$ cat config.mk
export PLATFORM = sky130hd
export DESIGN_NAME = complex_pair_40bit_packer
export DESIGN_NICKNAME = d
export VERILOG_FILES = /design/src/hw/rtl/cp40_pkg.sv /design/src/hw/rtl/cp40_mant_pack.sv /design/src/hw/rtl/complex_pair_40bit_packer.sv
export VERILOG_INCLUDE_DIRS = /design/src /design/src/hw/rtl
export SDC_FILE = /design/constraint.sdc
export NUM_CORES = 1
export LEC_CHECK = 0
export BUFFER_PORTS_ARGS = -buffer_cell sky130_fd_sc_hd__buf_2
export CAP_MARGIN = 30
export CORE_ASPECT_RATIO = 1.5
export CORE_MARGIN = 1
export CORE_UTILIZATION = 45
export DETAILED_ROUTE_END_ITERATION = 6
export PLACE_DENSITY = 0.75
export SLEW_MARGIN = 20
export SYNTH_ARGS = -nofsm -noshare
export SYNTH_HDL_FRONTEND = slang
export SYNTH_SLANG_ARGS = --single-unit
$ cat constraint.sdc
create_clock -name clk_i -period 23.7 [get_ports clk_i]
set_input_delay 0 -clock clk_i [delete_from_list [all_inputs] [get_ports clk_i]]
set_output_delay 0 -clock clk_i [all_outputs]
set_load 0.02 [all_outputs]
$ cat src/hw/rtl/complex_pair_40bit_packer_assert.svh
// ----------------------------------------------------------------------------
// Assertion macros for the complex pair 40-bit packer
// Concurrent checks are active in simulation and compile to nothing for synthesis.
// ----------------------------------------------------------------------------
`ifndef COMPLEX_PAIR_40BIT_PACKER_ASSERT_SVH
`define COMPLEX_PAIR_40BIT_PACKER_ASSERT_SVH

`ifndef SYNTHESIS

// Implication in the same cycle.
`define CP40_ASSERT_NOW(lbl, clk, rstn, ante, cons) \
  lbl: assert property (@(posedge clk) disable iff (!rstn) (ante) |-> (cons)) \
    else $error("cp40 assertion failed");

// Implication in the following cycle.
`define CP40_ASSERT_NEXT(lbl, clk, rstn, ante, cons) \
  lbl: assert property (@(posedge clk) disable iff (!rstn) (ante) |=> (cons)) \
    else $error("cp40 assertion failed");

`else

`define CP40_ASSERT_NOW(lbl, clk, rstn, ante, cons)
`define CP40_ASSERT_NEXT(lbl, clk, rstn, ante, cons)

`endif

`endif

$ cat src/hw/rtl/cp40_pkg.sv
// ----------------------------------------------------------------------------
// cp40_pkg
// Shared types and constants for the complex pair 40-bit packer.
// ----------------------------------------------------------------------------
`timescale 1ns / 1ps
`default_nettype none

package cp40_pkg;

  localparam int unsigned MantW     = 23;  // IEEE single fraction width
  localparam int unsigned PackW     = 17;  // packed mantissa incl. flag
  localparam int unsigned BaseShift = 6;
  localparam int unsigned MaxShift  = 23;
  localparam int unsigned MaxExp    = 15;

  typedef logic [MantW-1:0] mant_t;
  typedef logic [4:0]       shift_t;   // 0..23
  typedef logic [PackW-1:0] pack_t;

endpackage

`default_nettype wire

$ cat src/hw/rtl/cp40_mant_pack.sv
// ----------------------------------------------------------------------------
// cp40_mant_pack
// Shifts one mantissa, rounds it up by one unless the field is zero or all ones, and inserts the hidden-one flag.
// ----------------------------------------------------------------------------
`timescale 1ns / 1ps
`default_nettype none

module cp40_mant_pack (
  input  cp40_pkg::mant_t  mant_i,
  input  cp40_pkg::shift_t shift_i,   // 6..23
  output cp40_pkg::pack_t  pack_o
);

  logic [cp40_pkg::PackW:0] shifted;
  logic [cp40_pkg::PackW:0] ones;
  logic [cp40_pkg::PackW:0] rounded;
  logic [cp40_pkg::PackW:0] flag;
  logic [cp40_pkg::PackW:0] merged;
  logic                     bump;
  cp40_pkg::shift_t         flag_pos;

  assign shifted  = (cp40_pkg::PackW + 1)'(mant_i >> shift_i);
  assign ones     = (cp40_pkg::PackW + 1)'({cp40_pkg::MantW{1'b1}} >> shift_i);
  // No increment for zero or an all-ones field.
  assign bump     = (shifted != '0) && (shifted != ones);
  assign rounded  = shifted + (cp40_pkg::PackW + 1)'(bump);
  assign flag_pos = 5'(cp40_pkg::MaxShift) - shift_i;
  assign flag     = (cp40_pkg::PackW + 1)'(1) << flag_pos;
  assign merged   = rounded | flag;
  assign pack_o   = merged[cp40_pkg::PackW:1];

endmodule

`default_nettype wire

$ cat src/hw/rtl/complex_pair_40bit_packer.sv
// ----------------------------------------------------------------------------
// complex_pair_40bit_packer
// Packs a complex float pair into a 40-bit shared-exponent code.
// ----------------------------------------------------------------------------
// Usage:
//   Slave stream: one beat carries a complex value, real part IEEE single in
//   tdata[31:0], imaginary part in tdata[63:32].
//   Master stream: one beat per input beat, tdata[7:0] header byte,
//   tdata[23:8] real mantissa low word, tdata[39:24] imaginary low word.
//   Config: cfg_we_i writes cfg_wdata_i into the exponent bias (reset 138);
//   write it only while no beat is in flight.
// Timing:
//   An input beat lands in an input register, the packing logic sits between
//   that register and the output register. m_axis_tvalid rises once the beat
//   moves from the input register into the output register; throughput is
//   one beat per cycle while the receiver keeps tready high, set by the
//   two-register pipeline with no iterative unit.
// Reset and stalls:
//   Reset empties both registers and restores the bias. When the receiver
//   holds tready low the output beat holds, the input register can still
//   take one more beat, then s_axis_tready drops until the output drains.
// ----------------------------------------------------------------------------
`timescale 1ns / 1ps
`default_nettype none

`include "complex_pair_40bit_packer_assert.svh"

module complex_pair_40bit_packer (
  input  wire logic        clk_i,
  input  wire logic        rst_ni,
  // configuration
  input  wire logic        cfg_we_i,
  input  wire logic [7:0]  cfg_wdata_i,     // exponent_bias
  // slave side
  input  wire logic        s_axis_tvalid,
  output      logic        s_axis_tready,
  input  wire logic [63:0] s_axis_tdata,    // [31:0] real_bits, [63:32] imag_bits
  // master side
  output      logic        m_axis_tvalid,
  input  wire logic        m_axis_tready,
  output      logic [39:0] m_axis_tdata     // [7:0] header_byte,
                                            // [23:8] real_mantissa_low,
                                            // [39:24] imag_mantissa_low
);

  // Bias register
  logic [7:0] bias_q;

  always_ff @(posedge clk_i or negedge rst_ni) begin
    if (!rst_ni) begin
      bias_q <= 8'd138;
    end else if (cfg_we_i) begin
      bias_q <= cfg_wdata_i;
    end
  end

  // Pipeline control
  logic        in_valid_q, in_valid_d;
  logic        out_valid_q, out_valid_d;
  logic        advance;
  logic        in_fire;
  logic [31:0] real_q, imag_q;
  logic [39:0] out_data_q, out_data_d;

  assign advance       = !out_valid_q || m_axis_tready;
  assign s_axis_tready = !in_valid_q || advance;
  assign in_fire       = s_axis_tvalid && s_axis_tready;

  always_comb begin
    in_valid_d = in_valid_q;
    if (in_fire) begin
      in_valid_d = 1'b1;
    end else if (advance) begin
      in_valid_d = 1'b0;
    end
    out_valid_d = advance ? in_valid_q : out_valid_q;
  end

  always_ff @(posedge clk_i or negedge rst_ni) begin
    if (!rst_ni) begin
      in_valid_q  <= 1'b0;
      out_valid_q <= 1'b0;
    end else begin
      in_valid_q  <= in_valid_d;
      out_valid_q <= out_valid_d;
    end
  end

  always_ff @(posedge clk_i) begin
    if (in_fire) begin
      real_q <= s_axis_tdata[31:0];
      imag_q <= s_axis_tdata[63:32];
    end
    if (advance && in_valid_q) begin
      out_data_q <= out_data_d;
    end
  end

  // Exponent alignment. Biased exponents minus bias span -255..255.
  logic signed [10:0] exp_r, exp_i, exp_max, exp_sh;
  logic signed [10:0] gap_r, gap_i;
  logic               ovf;
  cp40_pkg::shift_t   sh_r, sh_i;
  cp40_pkg::pack_t    pk_r, pk_i;
  logic [16:0]        m_r, m_i;
  logic [3:0]         exp_out;

  localparam logic signed [10:0] GapLimit =
    11'(cp40_pkg::MaxShift - cp40_pkg::BaseShift);

  always_comb begin
    exp_r   = $signed({3'b000, real_q[30:23]}) - $signed({3'b000, bias_q});
    exp_i   = $signed({3'b000, imag_q[30:23]}) - $signed({3'b000, bias_q});
    exp_max = (exp_r > exp_i) ? exp_r : exp_i;
    // Negative shared exponent clamps to zero; its magnitude lands in both shifts.
    exp_sh  = (exp_max < 0) ? 11'sd0 : exp_max;
    gap_r   = exp_sh - exp_r;   // 0..255
    gap_i   = exp_sh - exp_i;
    sh_r    = (gap_r > GapLimit) ? 5'(cp40_pkg::MaxShift)
                                 : 5'(gap_r[4:0] + 5'(cp40_pkg::BaseShift));
    sh_i    = (gap_i > GapLimit) ? 5'(cp40_pkg::MaxShift)
                                 : 5'(gap_i[4:0] + 5'(cp40_pkg::BaseShift));
  end

  cp40_mant_pack u_pack_re (
    .mant_i  (real_q[22:0]),
    .shift_i (sh_r),
    .pack_o  (pk_r)
  );

  cp40_mant_pack u_pack_im (
    .mant_i  (imag_q[22:0]),
    .shift_i (sh_i),
    .pack_o  (pk_i)
  );

  // Exponent overflow saturates both mantissas to 0xFFFF.
  always_comb begin
    ovf     = exp_sh > 11'(cp40_pkg::MaxExp);
    m_r     = ovf ? 17'h0FFFF : pk_r;
    m_i     = ovf ? 17'h0FFFF : pk_i;
    exp_out = ovf ? 4'(cp40_pkg::MaxExp) : exp_sh[3:0];
    out_data_d = {m_i[15:0], m_r[15:0],
                  real_q[31], imag_q[31], m_r[16], m_i[16], exp_out};
  end

  assign m_axis_tvalid = out_valid_q;
  assign m_axis_tdata  = out_data_q;

  // Checks
  `CP40_ASSERT_NEXT(a_held_in_stage, clk_i, rst_ni, in_valid_q && !advance, in_valid_q)
  `CP40_ASSERT_NOW(a_full_blocks, clk_i, rst_ni, in_valid_q && out_valid_q && !m_axis_tready,
                   !s_axis_tready)
  `CP40_ASSERT_NEXT(a_drain, clk_i, rst_ni, out_valid_q && m_axis_tready && !in_valid_q,
                    !out_valid_q)

endmodule

`default_nettype wire
# After elaboration in Yosys (flattened, before gate mapping)
# Cells that the tools add are included.
# Widths: inputs -> output; s select.
op_classes:
  n_shift: 6
  n_addsub: 10
  reduce_logical: 11
  n_lt_le_gt_ge: 5
  eq_ne: 2
  mux: 6
  bitwise_logic: 2
op_table:
  columns: ["cell", "count"]
  rows:
  - ["$shr 23x5->18", 2]
  - ["$shr 23x5->18 const A", 2]
  - ["$add 18x1->18", 2]
  - ["$ne 18x18->1", 2]
  - ["$or 18x18->18", 2]
  - ["$reduce_bool 18->1", 2]
  - ["$shl 1x5->18 const A", 2]
  - ["$gt 11x6->1 const B", 2]
  - ["$mux 11", 2]
  - ["$sub 11x9->11", 2]
  - ["$sub 8x8->9", 2]
  - ["$gt 11x4->1 const B", 1]
  - ["$lt 11x1->1 const B", 1]
  - ["$add 5x3->5 const B", 2]
  - ["$mux 5", 2]
  - ["$sub 5x5->5 const A", 2]
  - ["$gt 9x9->1", 1]
  - ["$logic_and 1x1->1", 4]
  - ["$logic_not 1->1", 2]
  - ["$logic_or 1x1->1", 2]
  - ["$mux 1", 2]
  - ["$reduce_bool 2->1", 1]
totals:
  wordCells: 49
  inputBits: 77
  register_bits: 114
  out_inout_bits: 42

# Logic depth before layout (Yosys ltp)
logic_depth:
  depth_word: 13
  depth_mapped: 47
  depth_no_buf: 43

# Cells and area by module
# A second synthesis with hierarchy kept.
hier_totals:
  cells_unflattened: 1035
  hier_area_um2: 10473.8
by_module_without_submodules:
  columns: ["mod", "seq_area_each_um2", "area_per_inst_um2", "n_inst", "cells_each"]
  rows:
  - ["complex_pair_40bit_packer", 3377.0, 5726.7, 1, 435]
  - ["cp40_mant_pack", 0.0, 2373.5, 2, 300]

# Worst setup path before layout
# No wires, ideal clock.
synth_path:
  path_type: "register to register"
  startpoint: "reg bias_q[1]"
  endpoint: "reg out_data_q[31] (netlist: m_axis_tdata[31]), data pin"
  synth_period_minus_slack_ns: 9.248
  setup_ns: 0.286
  stages_incl_launch_ff: 44
  slack_ns: 14.452
  n_path_buf: 3
  required_time_ns: 23.414
  arrival_ns: 8.962
  path_cell_list: "dfstp_2 > inv_1 > ha_1 > nor2b_1 > o21ai_0 > nand2b_1 > a21o_1 > a21o_1 > a21o_1 > a21o_1 > xor2_1 > inv_1 > ha_1 > nand4_1 > a21oi_1 > nor2_1 > mux2i_1 > a31o_2 > (+8 left out) > ha_1 > a22o_1 > a21boi_2 > nor4_2 > a31oi_1 > clkbuf_8 > nor2_1 > inv_1 > ha_1 > xor2_1 > nand4b_1 > or4b_4 > nor3_2 > nor2_1 > ha_1 > nand3_1 > xnor2_1 > o311ai_0"
synth_via:
  elab_chain_len: 13
  word_cells_on_any_way: 20
  cone_classes: "add/sub: 6; order compare: 4; eq/ne: 1; shift: 3; mux: 3; bitwise: 1; reduce/logical: 2"
synth_rtl:
  columns: ["element", "line", "text"]
  rows:
  - ["from (decl)", "complex_pair_40bit_packer.sv:47", "logic [7:0] bias_q;"]
  - ["from (signal assigned)", "complex_pair_40bit_packer.sv:53", "bias_q <= cfg_wdata_i;"]
  - ["$sub 8x8->9 (on tied branches)", "complex_pair_40bit_packer.sv:112, complex_pair_40bit_packer.sv:113", null]
  - ["$gt 9x9->1", "complex_pair_40bit_packer.sv:114", "exp_max = (exp_r > exp_i) ? exp_r : exp_i;"]
  - ["$mux 11", "complex_pair_40bit_packer.sv:114", null]
  - ["$lt 11x1->1", "complex_pair_40bit_packer.sv:116", "exp_sh = (exp_max < 0) ? 11'sd0 : exp_max;"]
  - ["$mux 11", "complex_pair_40bit_packer.sv:116", null]
  - ["$sub 11x9->11", "complex_pair_40bit_packer.sv:118", "gap_i = exp_sh - exp_i;"]
  - ["$gt 11x6->1 / $add 5x3->5 (equally long branches)", "complex_pair_40bit_packer.sv:121, complex_pair_40bit_packer.sv:122", null]
  - ["$mux 5", "complex_pair_40bit_packer.sv:121", "sh_i = (gap_i > GapLimit) ? 5'(cp40_pkg::MaxShift)"]
  - ["$shr 23x5->18 (on tied branches)", "cp40_mant_pack.sv:22, cp40_mant_pack.sv:23", null]
  - ["$ne 18x18->1 / $reduce_bool 18->1 (equally long branches)", "cp40_mant_pack.sv:25", "assign bump = (shifted != '0) && (shifted != ones);"]
  - ["$logic_and 1x1->1", "cp40_mant_pack.sv:25", null]
  - ["$add 18x1->18", "cp40_mant_pack.sv:26", "assign rounded = shifted + (cp40_pkg::PackW + 1)'(bump);"]
  - ["$or 18x18->18", "cp40_mant_pack.sv:29", "assign merged = rounded | flag;"]
  - ["to (signal assigned)", "complex_pair_40bit_packer.sv:95", "out_data_q <= out_data_d;"]
  - ["to (decl)", "complex_pair_40bit_packer.sv:63", "logic [39:0] out_data_q, out_data_d;"]
# Several ways; a longest one is shown, not always the timed one.
# A chain may end at the register's enable or synchronous reset.

# Worst setup path after layout
layout_path:
  startpoint: "reg bias_q[1]"
  endpoint: "reg out_data_q[19] (netlist: m_axis_tdata[19]), data pin"
layout_via:
  elab_chain_len: 13
  word_cells_on_any_way: 20
  cone_classes: "add/sub: 6; order compare: 4; eq/ne: 1; shift: 3; mux: 3; bitwise: 1; reduce/logical: 2"
layout_rtl:
  columns: ["element", "line", "text"]
  rows:
  - ["$sub 8x8->9 (on tied branches)", "complex_pair_40bit_packer.sv:112, complex_pair_40bit_packer.sv:113", null]
  - ["$gt 9x9->1", "complex_pair_40bit_packer.sv:114", null]
  - ["$mux 11", "complex_pair_40bit_packer.sv:114", null]
  - ["$lt 11x1->1", "complex_pair_40bit_packer.sv:116", null]
  - ["$mux 11", "complex_pair_40bit_packer.sv:116", null]
  - ["$sub 11x9->11", "complex_pair_40bit_packer.sv:117", "gap_r = exp_sh - exp_r;"]
  - ["$gt 11x6->1 / $add 5x3->5 (equally long branches)", "complex_pair_40bit_packer.sv:119, complex_pair_40bit_packer.sv:120", null]
  - ["$mux 5", "complex_pair_40bit_packer.sv:119", "sh_r = (gap_r > GapLimit) ? 5'(cp40_pkg::MaxShift)"]
  - ["$shr 23x5->18 (on tied branches)", "cp40_mant_pack.sv:22, cp40_mant_pack.sv:23", null]
  - ["$ne 18x18->1 / $reduce_bool 18->1 (equally long branches)", "cp40_mant_pack.sv:25", null]
  - ["$logic_and 1x1->1", "cp40_mant_pack.sv:25", null]
  - ["$add 18x1->18", "cp40_mant_pack.sv:26", null]
  - ["$or 18x18->18", "cp40_mant_pack.sv:29", null]
# Several ways; a longest one is shown, not always the timed one.

==> results.py <==
metrics = {
    "critical_path": {
        "critPathMaxStageDelay_ps": 680,
        "cp_slowest_cell": "a31o_2",
        "cp_max_fo": 44,
        "r2r-end": "m_axis_tdata[19]",
        "cp-start-kind": "flop",
        "r2r-start": "bias_q[1]",
        "arrival_ps": 11780,
        "r2r_cells": 42,
        "path_class": "flop to flop",
        "cp.required_ps": 23840,
        "end_kind": "flop",
        "r2r_slack_ps": 12050,
        "crit_start": "bias_q[1]",
    },
    "floorplanning": {
        "initial_utilization_pct": 45.87,
        "chipHeight_microns": 189.8,
        "core_region_area_sq_um": 23060,
        "ios": 119,
        "rows": 68,
        "die_w_microns": 127.2,
        "die_area_sq_um": 24130,
    },
    "clock_tree": {
        "clock_path_buffers": 2,
        "cts_resized": 0,
        "tritoncts": "built",
        "cts_made_buffers": 17,
        "cts.sinks": 114,
        "clkSlewWorstSetupHoldPaths_ps": 60,
        "cts_htree_levels": 4,
        "clock_tree.root_cell": "clkbuf_16",
        "clock_latency_ps": 440,
    },
    "grt": {
        "grt_use_total_pct": 29.78,
        "grt_overflow": 0,
        "grt_pass1_vias": 10530,
        "grt_antenna_before_repair": 0,
        "grt_pass1_wl_mm": 55.75,
        "grt_max_degree": 65,
    },
    "routing": {
        "dr.pass1.iters": 5,
        "drc": 0,
        "antenna_left": 0,
        "drt_iter0_drc": 857,
        "wire_per_inst_microns": 20.51,
        "via_per_inst": 6.264,
        "wirelength_mm": 35.26,
        "vias": 10770,
    },
    "sta": {
        "maxSlewViolCount": 0,
        "setup_violations": 0,
        "hold_violations": 0,
        "final.setup.tns_ps": 0,
        "fmax_mhz": 85.86,
        "period_share_pct": 49.14,
        "tightest_slew_ps": 843.7,
        "relSlewSlack_pct": 43.66,
        "grt_setup_unrepaired": "no",
        "min_period_ps": 11650,
        "skew_ps": 11.57,
    },
    "cells_and_area": {
        "final_net_count": 1522,
        "mostFrequentLayoutCell": "nand2_1",
        "final_util_pct": 55.88,
        "syn_to_final_growth_pct": 21.83,
        "n_antenna_cell": 0,
        "mostFrequentLayoutCells": "nand2_1 (124), nor2_1 (122), buf_2 (118)",
        "fin_cells": 1719,
        "drive_above_1_share_pct": 17.38,
    },
    "synthesis": {
        "ys_seq_area_share_pct": 31.93,
        "syn_area_sq_um": 10580,
        "synth_seq_cells": 114,
        "synth_nets": 1338,
        "netlist_instances": 1207,
        "syn_area_per_cell_sq_um": 8.763,
        "async_flop_share_pct": 8.772,
        "synth_edf_count": 104,
        "synth_flop_cell": "edfxtp_1",
        "ys_warn_count": 0,
        "synth_cell_type_count": 107,
    },
    "hold_path": {
        "min_to": "bias_q[0]",
        "holdCritPathClass": "primary input to flop",
        "holdCritStartpoint": "cfg_we_i",
        "min_path_cells": 2,
    },
    "place": {
        "dp_hpwl_mm": 24.34,
        "io_buffers": 118,
        "gp_congestion": 0.9972,
        "place_inst": 1595,
    },
    "flow_run": {
        "maxCapViolCount": 0,
    },
    "outcome": {
        "status": "completed",
    },
}
==> flip-flops by register name, indices dropped and copies added (netlist names) <==
name           count
m_axis_tdata      40
real_q            32
m_axis_tvalid      1
imag_q            32
in_valid_q         1
bias_q             8
==> cells in the mapped netlist (12+ instances only) <==
cell,count,share of area [%]
nand2_1,124,4.4
mux2i_1,46,4.4
nor3_1,31,1.5
ha_1,50,5.9
inv_1,41,1.5
a21o_1,17,1.2
o211ai_1,21,1.5
mux2_2,20,2.1
a31oi_1,19,1.1
a211oi_1,21,1.5
o21ai_0,65,3.1
o31ai_1,13,0.92
a21oi_1,64,3.0
o311ai_0,14,1.2
o22ai_1,12,0.71
nor2b_1,20,1.2
xor2_1,22,1.8
clkbuf_1,40,1.4
nor2_1,122,4.3
xnor2_1,20,1.7
edfxtp_1,104,30
nand4_1,26,1.5
nand3_1,46,2.2
==> critical path, delay by kind of cell (launching register included) <==
family          cells  cell delay [ps]
compound gates     16             4460
xor+xnor            2              330
fa+ha+maj           5             1530
buf+inv             5             1290
flops               1              550
mux                 1              360
simple gates       13             2770
==> routing by layer <==
metal / share of wire (%) / global-route usage (%) / vias up
li1: - / - / 4976
met1: 40 / 35.56 / 5126
met2: 49 / 50.74 / 521
met3: 5.9 / 4.471 / 144
met4: 5.4 / 17.26 / 0
met5: 0 / 0 / -
==> worst max-delay path by stage <==
stage                             to  slack [ps]  cells after the start
global placement    m_axis_tdata[19]       12740                     41
finish              m_axis_tdata[19]       12050                     42
detailed placement  m_axis_tdata[19]       12400                     42
floorplan           m_axis_tdata[31]       14450                     43
CTS                 m_axis_tdata[19]       12270                     41
global route        m_axis_tdata[19]       11020                     42
==> cell type report <==
class	instances	area, sq um
flip-flops and latches	114	3377
repair buffers	230	1672
multi-input cells	983	6676
well taps	315	394.1
clock buffers	19	432.9
inverters	45	170.2
fillers	2041	10170
clock inverters	13	162.7
==> per-stage QoR <==
step | hold WS, ps | worst slack, ps | cell area [sq um]
floorplan | -295.6 | 14450 | 10580
global route | 70.02 | 11020 | 12880
finish | 57.99 | 12050 | 12880
CTS | 11.04 | 12270 | 12860
detailed placement | -113.8 | 12400 | 11360
global placement | -114.2 | 12740 | 11360
==> cell families (layout without fill, tap and decap cells) <==
group           after synthesis  count (layout)  synth area share (%)
compound gates              353             353                 23.84
xor+xnor                     45              45                 4.070
fa+ha+maj                    54              54                 6.672
buf+inv                     110             307                 5.087
flops                       114             114                 31.93
mux                          67              67                 6.589
simple gates                464             464                 21.81
==> repair_timing <==
action / CTS / global route
hold buffers: 91 / 0
hold endpoints to repair: 84 / 0
setup buffers: 0 / 0
Power is not shown: default switching activity piles up to over one toggle a cycle in this logic, so the estimate is an artifact.
